<file path="src/hdl/cbf_pkg.sv">
package cbf_pkg;

    // fixed formats
    localparam int COORD_WIDTH = 32;
    localparam int MAX_SLICES  = 63;
    localparam int SLICE_W     = 6;
    localparam int PT_W        = COORD_WIDTH + 1;       // exact control point
    localparam int T_W         = 17;                    // t, u in Q1.16
    localparam int NUM_W       = SLICE_W + 16;          // divider numerator
    localparam int MUL_A_W     = PT_W + 1;              // signed multiplier operand
    localparam int MUL_P_W     = MUL_A_W + T_W + 1;     // signed product
    localparam int W_W         = 49;                    // Bernstein weight, Q.48
    localparam int SQ_W        = 33;                    // u^2, t^2
    localparam int CHUNKS      = 3;                     // weight split into T_W slices
    localparam int ACC_W       = MUL_P_W + 2 * T_W;
    localparam int RS_W        = ACC_W - 48;
    localparam int WGT_STEPS   = 6;

    typedef struct packed {
        logic signed [COORD_WIDTH-1:0] start_x;
        logic signed [COORD_WIDTH-1:0] start_y;
        logic signed [COORD_WIDTH-1:0] start_dir_x;
        logic signed [COORD_WIDTH-1:0] start_dir_y;
        logic signed [COORD_WIDTH-1:0] end_x;
        logic signed [COORD_WIDTH-1:0] end_y;
        logic signed [COORD_WIDTH-1:0] end_dir_x;
        logic signed [COORD_WIDTH-1:0] end_dir_y;
        logic [SLICE_W-1:0]            slice_count;
    } in_t;

    typedef struct packed {
        logic signed [COORD_WIDTH-1:0] point_x;
        logic signed [COORD_WIDTH-1:0] point_y;
        logic                          last_point;
    } out_t;

    // classified curve job handed from front to back
    typedef struct packed {
        logic [3:0][PT_W-1:0] px;
        logic [3:0][PT_W-1:0] py;
        logic [SLICE_W-1:0]   n;
        logic                 ctrl;   // emit control points only
    } job_t;

    typedef enum logic [2:0] {
        BK_IDLE,
        BK_PREP,
        BK_DIV,
        BK_WGT,
        BK_MAC,
        BK_RND,
        BK_OUT
    } bk_state_t;

    // weight microcode steps
    localparam logic [4:0] WS_U2 = 5'd0;
    localparam logic [4:0] WS_T2 = 5'd1;
    localparam logic [4:0] WS_W0 = 5'd2;
    localparam logic [4:0] WS_W3 = 5'd3;
    localparam logic [4:0] WS_W1 = 5'd4;
    localparam logic [4:0] WS_W2 = 5'd5;

endpackage

</file>
<file path="src/hdl/cubic_bezier_flatten.sv">
// Cubic Bezier flattener. Each request carries start and end points with
// their direction vectors (signed Q15.16) and a slice count; the block emits
// slice_count + 1 curve points (t = slice / slice_count, rounded to Q1.16),
// or the four control points when the count is zero, last_point marking the
// final one. Requests enter a small queue while it has room, so a new curve is
// taken while the previous one is still being worked. Points come out of one
// shared 34x17 multiplier: each curve point takes a setup step, the bit-serial
// t divider, the Bernstein weights, a multiply-accumulate pass plus rounding
// for x and then for y, and a hand-off that waits for the output to be free;
// a zero-count request skips the divider and the weights.
module cubic_bezier_flatten #(
    parameter int QUEUE_DEPTH = 2
) (
    input  logic          aclk,
    input  logic          aresetn,
    input  logic          s_valid,
    output logic          s_ready,
    input  cbf_pkg::in_t  s_data,
    output logic          m_valid,
    input  logic          m_ready,
    output cbf_pkg::out_t m_data
);
    import cbf_pkg::*;

    job_t front_job, queue_job;
    logic q_pop_valid, q_pop_ready, back_busy;

    cbf_front u_front (
        .req (s_data),
        .job (front_job)
    );

    cbf_queue #(
        .DEPTH (QUEUE_DEPTH)
    ) u_queue (
        .aclk       (aclk),
        .aresetn    (aresetn),
        .push_valid (s_valid),
        .push_ready (s_ready),
        .push_data  (front_job),
        .pop_valid  (q_pop_valid),
        .pop_ready  (q_pop_ready),
        .pop_data   (queue_job)
    );

    cbf_back u_back (
        .aclk      (aclk),
        .aresetn   (aresetn),
        .job_valid (q_pop_valid),
        .job_ready (q_pop_ready),
        .job_in    (queue_job),
        .busy      (back_busy),
        .m_valid   (m_valid),
        .m_ready   (m_ready),
        .m_data    (m_data)
    );

    // output register is empty right after reset
    a_reset_empty: assert property (@(posedge aclk) !aresetn |=> !m_valid)
        else $error("result valid after reset");

    // a queued request is visible to the back end on the next cycle
    a_push_seen: assert property (@(posedge aclk) disable iff (!aresetn)
        s_valid && s_ready |=> q_pop_valid || back_busy)
        else $error("accepted request lost");

    // taking a job from the queue starts the back end
    a_pop_busy: assert property (@(posedge aclk) disable iff (!aresetn)
        q_pop_valid && q_pop_ready |=> back_busy)
        else $error("job popped while back end stays idle");

    // a new result appears only while a curve is in work
    a_result_busy: assert property (@(posedge aclk) disable iff (!aresetn)
        $rose(m_valid) |-> $past(back_busy))
        else $error("result without active curve");

endmodule

</file>
<file path="src/hdl/cbf_front.sv">
module cbf_front (
    input  cbf_pkg::in_t  req,
    output cbf_pkg::job_t job
);
    import cbf_pkg::*;

    logic signed [PT_W-1:0] sx, sy, ex, ey;

    // widen to exact point width
    assign sx = {req.start_x[COORD_WIDTH-1], req.start_x};
    assign sy = {req.start_y[COORD_WIDTH-1], req.start_y};
    assign ex = {req.end_x[COORD_WIDTH-1], req.end_x};
    assign ey = {req.end_y[COORD_WIDTH-1], req.end_y};

    // control points and classification
    always_comb begin
        job.px[0] = sx;
        job.py[0] = sy;
        job.px[1] = sx + {req.start_dir_x[COORD_WIDTH-1], req.start_dir_x};
        job.py[1] = sy + {req.start_dir_y[COORD_WIDTH-1], req.start_dir_y};
        job.px[2] = ex + {req.end_dir_x[COORD_WIDTH-1], req.end_dir_x};
        job.py[2] = ey + {req.end_dir_y[COORD_WIDTH-1], req.end_dir_y};
        job.px[3] = ex;
        job.py[3] = ey;
        job.ctrl  = (req.slice_count == '0);
        if (req.slice_count > SLICE_W'(MAX_SLICES)) begin
            job.n = SLICE_W'(MAX_SLICES);
        end else begin
            job.n = req.slice_count;
        end
    end

endmodule

</file>
<file path="src/hdl/cbf_queue.sv">
module cbf_queue #(
    parameter int DEPTH = 2
) (
    input  logic          aclk,
    input  logic          aresetn,
    input  logic          push_valid,
    output logic          push_ready,
    input  cbf_pkg::job_t push_data,
    output logic          pop_valid,
    input  logic          pop_ready,
    output cbf_pkg::job_t pop_data
);
    import cbf_pkg::*;

    localparam int PTR_W = (DEPTH > 1) ? $clog2(DEPTH) : 1;
    localparam int CNT_W = $clog2(DEPTH + 1);

    job_t             mem_reg [DEPTH];
    logic [PTR_W-1:0] wr_ptr_reg, wr_ptr_next;
    logic [PTR_W-1:0] rd_ptr_reg, rd_ptr_next;
    logic [CNT_W-1:0] count_reg, count_next;
    logic             do_push, do_pop;

    assign push_ready = (count_reg != CNT_W'(DEPTH));
    assign pop_valid  = (count_reg != '0);
    assign pop_data   = mem_reg[rd_ptr_reg];
    assign do_push    = push_valid && push_ready;
    assign do_pop     = pop_valid && pop_ready;

    // pointer and fill count
    always_comb begin
        wr_ptr_next = wr_ptr_reg;
        rd_ptr_next = rd_ptr_reg;
        count_next  = count_reg;
        if (do_push) begin
            wr_ptr_next = (wr_ptr_reg == PTR_W'(DEPTH - 1)) ? '0 : wr_ptr_reg + 1'b1;
        end
        if (do_pop) begin
            rd_ptr_next = (rd_ptr_reg == PTR_W'(DEPTH - 1)) ? '0 : rd_ptr_reg + 1'b1;
        end
        if (do_push && !do_pop) begin
            count_next = count_reg + 1'b1;
        end else if (do_pop && !do_push) begin
            count_next = count_reg - 1'b1;
        end
    end

    always_ff @(posedge aclk) begin
        if (!aresetn) begin
            wr_ptr_reg <= '0;
            rd_ptr_reg <= '0;
            count_reg  <= '0;
        end else begin
            wr_ptr_reg <= wr_ptr_next;
            rd_ptr_reg <= rd_ptr_next;
            count_reg  <= count_next;
        end
    end

    // entry storage
    always_ff @(posedge aclk) begin
        if (do_push) begin
            mem_reg[wr_ptr_reg] <= push_data;
        end
    end

endmodule

</file>
<file path="src/hdl/cbf_back.sv">
module cbf_back (
    input  logic          aclk,
    input  logic          aresetn,
    input  logic          job_valid,
    output logic          job_ready,
    input  cbf_pkg::job_t job_in,
    output logic          busy,
    output logic          m_valid,
    input  logic          m_ready,
    output cbf_pkg::out_t m_data
);
    import cbf_pkg::*;

    localparam logic [W_W-1:0] W_ONE = W_W'(1) << 48;
    localparam logic signed [ACC_W-1:0] HALF = ACC_W'(1) << 47;
    localparam logic signed [RS_W-1:0] SAT_HI = RS_W'((64'sd1 <<< (COORD_WIDTH - 1)) - 1);
    localparam logic signed [RS_W-1:0] SAT_LO = -SAT_HI - RS_W'(1);
    localparam logic [T_W-1:0] T_ONE = T_W'(65536);

    bk_state_t            state_reg, state_next;
    job_t                 job_reg, job_next;
    logic [SLICE_W-1:0]   s_reg, s_next;
    logic [NUM_W-1:0]     num_reg, num_next;
    logic [SLICE_W-1:0]   rem_reg, rem_next;
    logic [T_W-1:0]       q_reg, q_next;
    logic [4:0]           cnt_reg, cnt_next;
    logic [T_W-1:0]       t_reg, t_next, u_reg, u_next;
    logic [SQ_W-1:0]      u2_reg, u2_next, t2_reg, t2_next;
    logic [3:0][W_W-1:0]  w_reg, w_next;
    logic signed [ACC_W-1:0] acc_reg, acc_next;
    logic                 coord_reg, coord_next;
    logic [1:0]           idx_reg, idx_next;
    logic [1:0]           chunk_reg, chunk_next;
    logic signed [COORD_WIDTH-1:0] rx_reg, rx_next;
    out_t                 out_reg, out_next;
    logic                 m_valid_reg, m_valid_next;

    logic signed [MUL_A_W-1:0] mul_a;
    logic [T_W-1:0]            mul_b;
    logic signed [MUL_P_W-1:0] mul_p, mul_p3;
    logic signed [ACC_W-1:0]   prod_ext, prod_sh, rnd;
    logic signed [RS_W-1:0]    rsh;
    logic signed [COORD_WIDTH-1:0] sat_val;
    logic [PT_W-1:0]           pt_sel;
    logic [W_W+1:0]            w_pad;
    logic [SLICE_W:0]          trial;
    logic                      qbit, out_free, last_pt, mac_done;

    assign out_free  = !m_valid_reg || m_ready;
    assign last_pt   = job_reg.ctrl ? (s_reg == SLICE_W'(3)) : (s_reg == job_reg.n);
    assign mac_done  = (idx_reg == 2'd3) && (chunk_reg == 2'(CHUNKS - 1));
    assign job_ready = (state_reg == BK_IDLE);
    assign busy      = (state_reg != BK_IDLE);
    assign m_valid   = m_valid_reg;
    assign m_data    = out_reg;

    // next state
    always_comb begin
        state_next = state_reg;
        case (state_reg)
            BK_IDLE: if (job_valid) state_next = BK_PREP;
            BK_PREP: state_next = job_reg.ctrl ? BK_MAC : BK_DIV;
            BK_DIV:  if (cnt_reg == 5'(NUM_W - 1)) state_next = BK_WGT;
            BK_WGT:  if (cnt_reg == 5'(WGT_STEPS - 1)) state_next = BK_MAC;
            BK_MAC:  if (mac_done) state_next = BK_RND;
            BK_RND:  state_next = coord_reg ? BK_OUT : BK_MAC;
            BK_OUT: begin
                if (out_free) state_next = last_pt ? BK_IDLE : BK_PREP;
            end
            default: state_next = BK_IDLE;
        endcase
    end

    // shared multiplier operands
    always_comb begin
        pt_sel = coord_reg ? job_reg.py[idx_reg] : job_reg.px[idx_reg];
        w_pad  = {2'b00, w_reg[idx_reg]};
        mul_a  = '0;
        mul_b  = '0;
        if (state_reg == BK_MAC) begin
            mul_a = {pt_sel[PT_W-1], pt_sel};
            mul_b = w_pad[chunk_reg * T_W +: T_W];
        end else begin
            case (cnt_reg)
                WS_U2: begin mul_a = MUL_A_W'(u_reg);  mul_b = u_reg; end
                WS_T2: begin mul_a = MUL_A_W'(t_reg);  mul_b = t_reg; end
                WS_W0: begin mul_a = MUL_A_W'(u2_reg); mul_b = u_reg; end
                WS_W3: begin mul_a = MUL_A_W'(t2_reg); mul_b = t_reg; end
                WS_W1: begin mul_a = MUL_A_W'(u2_reg); mul_b = t_reg; end
                WS_W2: begin mul_a = MUL_A_W'(t2_reg); mul_b = u_reg; end
                default: begin mul_a = '0; mul_b = '0; end
            endcase
        end
        mul_p    = mul_a * $signed({1'b0, mul_b});
        mul_p3   = mul_p + (mul_p <<< 1);
        prod_ext = {{(ACC_W - MUL_P_W){mul_p[MUL_P_W-1]}}, mul_p};
        case (chunk_reg)
            2'd1:    prod_sh = prod_ext <<< T_W;
            2'd2:    prod_sh = prod_ext <<< (2 * T_W);
            default: prod_sh = prod_ext;
        endcase
    end

    // divider step, rounding and saturation
    always_comb begin
        trial = {rem_reg, num_reg[NUM_W-1]};
        qbit  = (trial >= {1'b0, job_reg.n});
        rnd   = acc_reg + HALF;
        rsh   = rnd[ACC_W-1:48];
        if (rsh > SAT_HI) begin
            sat_val = COORD_WIDTH'(SAT_HI);
        end else if (rsh < SAT_LO) begin
            sat_val = COORD_WIDTH'(SAT_LO);
        end else begin
            sat_val = rsh[COORD_WIDTH-1:0];
        end
    end

    // datapath updates
    always_comb begin
        job_next   = job_reg;
        s_next     = s_reg;
        num_next   = num_reg;
        rem_next   = rem_reg;
        q_next     = q_reg;
        cnt_next   = cnt_reg;
        t_next     = t_reg;
        u_next     = u_reg;
        u2_next    = u2_reg;
        t2_next    = t2_reg;
        w_next     = w_reg;
        acc_next   = acc_reg;
        coord_next = coord_reg;
        idx_next   = idx_reg;
        chunk_next = chunk_reg;
        rx_next    = rx_reg;
        out_next   = out_reg;
        m_valid_next = m_valid_reg && !m_ready;
        case (state_reg)
            BK_IDLE: begin
                job_next = job_in;
                s_next   = '0;
            end
            BK_PREP: begin
                num_next   = {s_reg, 16'b0} + NUM_W'(job_reg.n >> 1);
                rem_next   = '0;
                q_next     = '0;
                cnt_next   = '0;
                acc_next   = '0;
                coord_next = 1'b0;
                idx_next   = '0;
                chunk_next = '0;
                for (int k = 0; k < 4; k++) begin
                    w_next[k] = (s_reg == SLICE_W'(k)) ? W_ONE : '0;
                end
            end
            BK_DIV: begin
                num_next = num_reg << 1;
                q_next   = {q_reg[T_W-2:0], qbit};
                rem_next = qbit ? SLICE_W'(trial - {1'b0, job_reg.n}) : trial[SLICE_W-1:0];
                cnt_next = cnt_reg + 1'b1;
                if (cnt_reg == 5'(NUM_W - 1)) begin
                    t_next   = {q_reg[T_W-2:0], qbit};
                    u_next   = T_ONE - {q_reg[T_W-2:0], qbit};
                    cnt_next = '0;
                end
            end
            BK_WGT: begin
                cnt_next = cnt_reg + 1'b1;
                case (cnt_reg)
                    WS_U2:   u2_next   = mul_p[SQ_W-1:0];
                    WS_T2:   t2_next   = mul_p[SQ_W-1:0];
                    WS_W0:   w_next[0] = mul_p[W_W-1:0];
                    WS_W3:   w_next[3] = mul_p[W_W-1:0];
                    WS_W1:   w_next[1] = mul_p3[W_W-1:0];
                    WS_W2:   w_next[2] = mul_p3[W_W-1:0];
                    default: cnt_next  = '0;
                endcase
            end
            BK_MAC: begin
                acc_next = acc_reg + prod_sh;
                if (chunk_reg == 2'(CHUNKS - 1)) begin
                    chunk_next = '0;
                    idx_next   = idx_reg + 1'b1;
                end else begin
                    chunk_next = chunk_reg + 1'b1;
                end
            end
            BK_RND: begin
                coord_next = 1'b1;
                idx_next   = '0;
                chunk_next = '0;
                // x is kept aside; y stays in the accumulator until hand-off
                if (!coord_reg) begin
                    rx_next  = sat_val;
                    acc_next = '0;
                end
            end
            BK_OUT: begin
                if (out_free) begin
                    m_valid_next        = 1'b1;
                    s_next              = s_reg + 1'b1;
                    out_next.point_x    = rx_reg;
                    out_next.point_y    = sat_val;
                    out_next.last_point = last_pt;
                end
            end
            default: ;
        endcase
    end

    always_ff @(posedge aclk) begin
        if (!aresetn) begin
            state_reg   <= BK_IDLE;
            m_valid_reg <= 1'b0;
        end else begin
            state_reg   <= state_next;
            m_valid_reg <= m_valid_next;
        end
    end

    // payload registers
    always_ff @(posedge aclk) begin
        job_reg   <= job_next;
        s_reg     <= s_next;
        num_reg   <= num_next;
        rem_reg   <= rem_next;
        q_reg     <= q_next;
        cnt_reg   <= cnt_next;
        t_reg     <= t_next;
        u_reg     <= u_next;
        u2_reg    <= u2_next;
        t2_reg    <= t2_next;
        w_reg     <= w_next;
        acc_reg   <= acc_next;
        coord_reg <= coord_next;
        idx_reg   <= idx_next;
        chunk_reg <= chunk_next;
        rx_reg    <= rx_next;
        if (state_reg != BK_OUT || out_free) begin
            out_reg <= out_next;
        end
    end

endmodule
</file>
<file path="config.mk">
export PLATFORM = sky130hd
export DESIGN_NAME = cubic_bezier_flatten
export DESIGN_NICKNAME = d
export VERILOG_FILES = /design/src/hdl/cbf_pkg.sv /design/src/hdl/cubic_bezier_flatten.sv /design/src/hdl/cbf_front.sv /design/src/hdl/cbf_queue.sv /design/src/hdl/cbf_back.sv
export SDC_FILE = /design/constraint.sdc
export NUM_CORES = 2
export LEC_CHECK = 0
export BUFFER_PORTS_ARGS = -buffer_cell sky130_fd_sc_hd__buf_4
export CORE_AREA = 2 2 458 460
export DETAILED_ROUTE_END_ITERATION = 16
export DIE_AREA = 0 0 460 462
export PLACE_DENSITY = 0.61
export RECOVER_POWER = 25
export REMOVE_ABC_BUFFERS = 1
export SLEW_MARGIN = 20
export SYNTH_ARGS = -nofsm -noshare
export SYNTH_HDL_FRONTEND = slang
export SYNTH_SLANG_ARGS = --single-unit
</file>
<file path="constraint.sdc">
create_clock -name aclk -period 22.4 [get_ports aclk]
set_input_delay 4.48 -clock aclk [delete_from_list [all_inputs] [get_ports aclk]]
set_output_delay 4.48 -clock aclk [all_outputs]
set_load 0.02 [all_outputs]
</file>
==> qor.csv <==
metric;value;unit
vias in the first global route;58854;
synthesized area;86600;um2
Critical Path AT;13580;ps
CTS Hold Buffers Added;0;
# fillers;18817;
min-delay worst type;flop to flop;
Resized Gates After CTS;0;
CTS Buf Count;147;
core area;208000;um2
CTS Root Cell;clkbuf_16;
commonest cells after routing, fill and taps aside;1339 x edfxtp_1, 732 x inv_1, 692 x nand2_1;
DR pass1 iterations;6;
dpl hpwl;180000;um
Worst-path clk slew;60;ps
register area share after synthesis;0.466;
DRC;0;
Final #Nets;8752;
CTS tree;yes;
post-layout util;0.469;
vias per cell;5.62;
htree depth;4;
First DRT Iteration DRCs;5758;
GPL Wtd Cong;0.942;
layout cells sized above 1;0.155;
ys flop type;edfxtp_1;
warning count from the yosys run;0;
Worst path max stage delay;910;ps
clk_skew;63.2;ps
Worst-Margin Slew;3910;ps
final setup fails;0;
P&R area growth vs syn;12.7;%
Final Hold Viols;0;
fmax;76.6;MHz
synthesized instance count;7212;
Routed Antenna Nets;0;
Boundary Pins;333;
failing checks;capacitance limit, slew limit;
Vias;58317;
Std-Cell Rows;168;
most common cell after layout, fill and taps aside;edfxtp_1;
Max Root-Sink Buffers;3;
asr flop ratio synth;0;
antenna violations before repair;17;
Worst slew margin;-1.61;
I/O Buffers;332;
worst-path maximum fanout;36;
total gr overflow;0;
max_cap viols;16;
critical path class;flop to flop;
WL per Instance;24.1;um
status;complete, but fails checks;
initial core utilization;0.416;
GRT Util Overall;0.234;
EDFF count, synth;1339;
first-pass GRT wire length;372000;um
CP startpoint kind;flop;
Req. time, crit path;22920;ps
max reg flops;534;
final wirelength;251000;um
fin crit share;0.583;
die area;213000;um2
Clock Sinks;1347;
min Tclk post-route;13060;ps
pin count of the biggest net entering global routing;186;
crit path max-delay cell type;o21ai_1;
Slew Viols, Final;722;
synthesized area per cell;12.0;um2
Setup crit end kind;flop;
synthesis-stage register bit count;1347;
RSZ-0062 raised after global routing;false;
unique cell type count in the Yosys netlist;112;
Die Wd;460;um
Worst-Skew Late Latency;840;ps
post-CTS setup buffer count;0;
setup TNS;0;ps
die height;462;um
-- routing by layer --
metal	up-vias	GRT usage	routed length, um
li1	26211	-	-
met1	29439	0.315	105000
met2	2268	0.378	117000
met3	393	0.0499	20200
met4	6	0.0755	7710
met5	-	0	42
-- final timing paths --
check	startpoint	end	slack, ps	cells after the start
hold reg to reg	u_back.rx_reg[18]	u_back.m_data[51]	410	0
setup reg to reg	u_back.idx_reg[1]	u_back.acc_reg[80]	9340	38
setup / recovery	u_back.idx_reg[1]	u_back.acc_reg[80]	9340	38
hold / removal	u_back.rx_reg[18]	u_back.m_data[51]	410	0
-- synth_stat cells (84+ instances only) --
library cell     n  share of area
a21o_1         156          0.014
a21oi_1        330          0.019
and2_1         150          0.011
clkbuf_1       205         0.0089
edfxtp_1      1339           0.46
fa_1           558           0.13
ha_1           402          0.058
inv_1          732          0.032
mux2_2         269          0.035
mux4_2         115          0.030
nand2_1        694          0.030
nand3_1        102         0.0059
nor2_1         440          0.019
nor2b_1        159          0.011
nor3_1          84         0.0049
o21ai_0        235          0.014
xnor2_1        192          0.019
xor2_1         116          0.012
-- per-stage QoR --
stage / instance area (um2) / hold WS (ps) / cells / worst slack [ps]
finish: 97600 / 410 / 10383 / 9340
global route: 97600 / 413 / 10370 / 8700
global placement: 92700 / 402 / 10097 / 9370
CTS: 97600 / 400 / 10369 / 9230
detailed placement: 92700 / 405 / 10097 / 9220
floorplan: 85400 / 400 / 6917 / -1240
-- worst max-delay path, delay by kind of cell (launching register included) --
family / cells / cell delay [ps]
adders and majority gates: 8 / 3970
DFF: 1 / 380
buffers and inverters: 8 / 1960
muxes: 1 / 460
AOI/OAI and AO/OA: 7 / 2700
and+or+nand+nor: 13 / 2740
xor gates and xnor gates: 1 / 460
-- logic make-up (layout without fill, tap and decap cells) --
logic type	Yosys count	count (layout)	share of synthesized area
compound gates	1257	1257	0.0985
xor+xnor	309	309	0.0314
buf+inv	1029	1466	0.0462
simple gates	1902	1902	0.103
fa+ha+maj	961	961	0.187
mux	407	407	0.0675
other cells	0	14	0
flops	1347	1347	0.466
-- area by class of cell --
type | instances | area [um2] | share of cell area
Multi-Input combinational cell | 4836 | 42600 | 0.437
Sequential cell | 1347 | 40400 | 0.414
Clock buffer | 174 | 3790 | 0.0388
Timing Repair Buffer | 460 | 3450 | 0.0353
Tap cell | 2720 | 3400 | 0.0349
Inverter | 734 | 2760 | 0.0282
Clock inverter | 98 | 1180 | 0.0121
Antenna cell | 14 | 35.0 | 0.000359
Power is left out: the tool's default activity adds up to more than one toggle a clock period on the data nets, which glitch-free logic cannot reach.
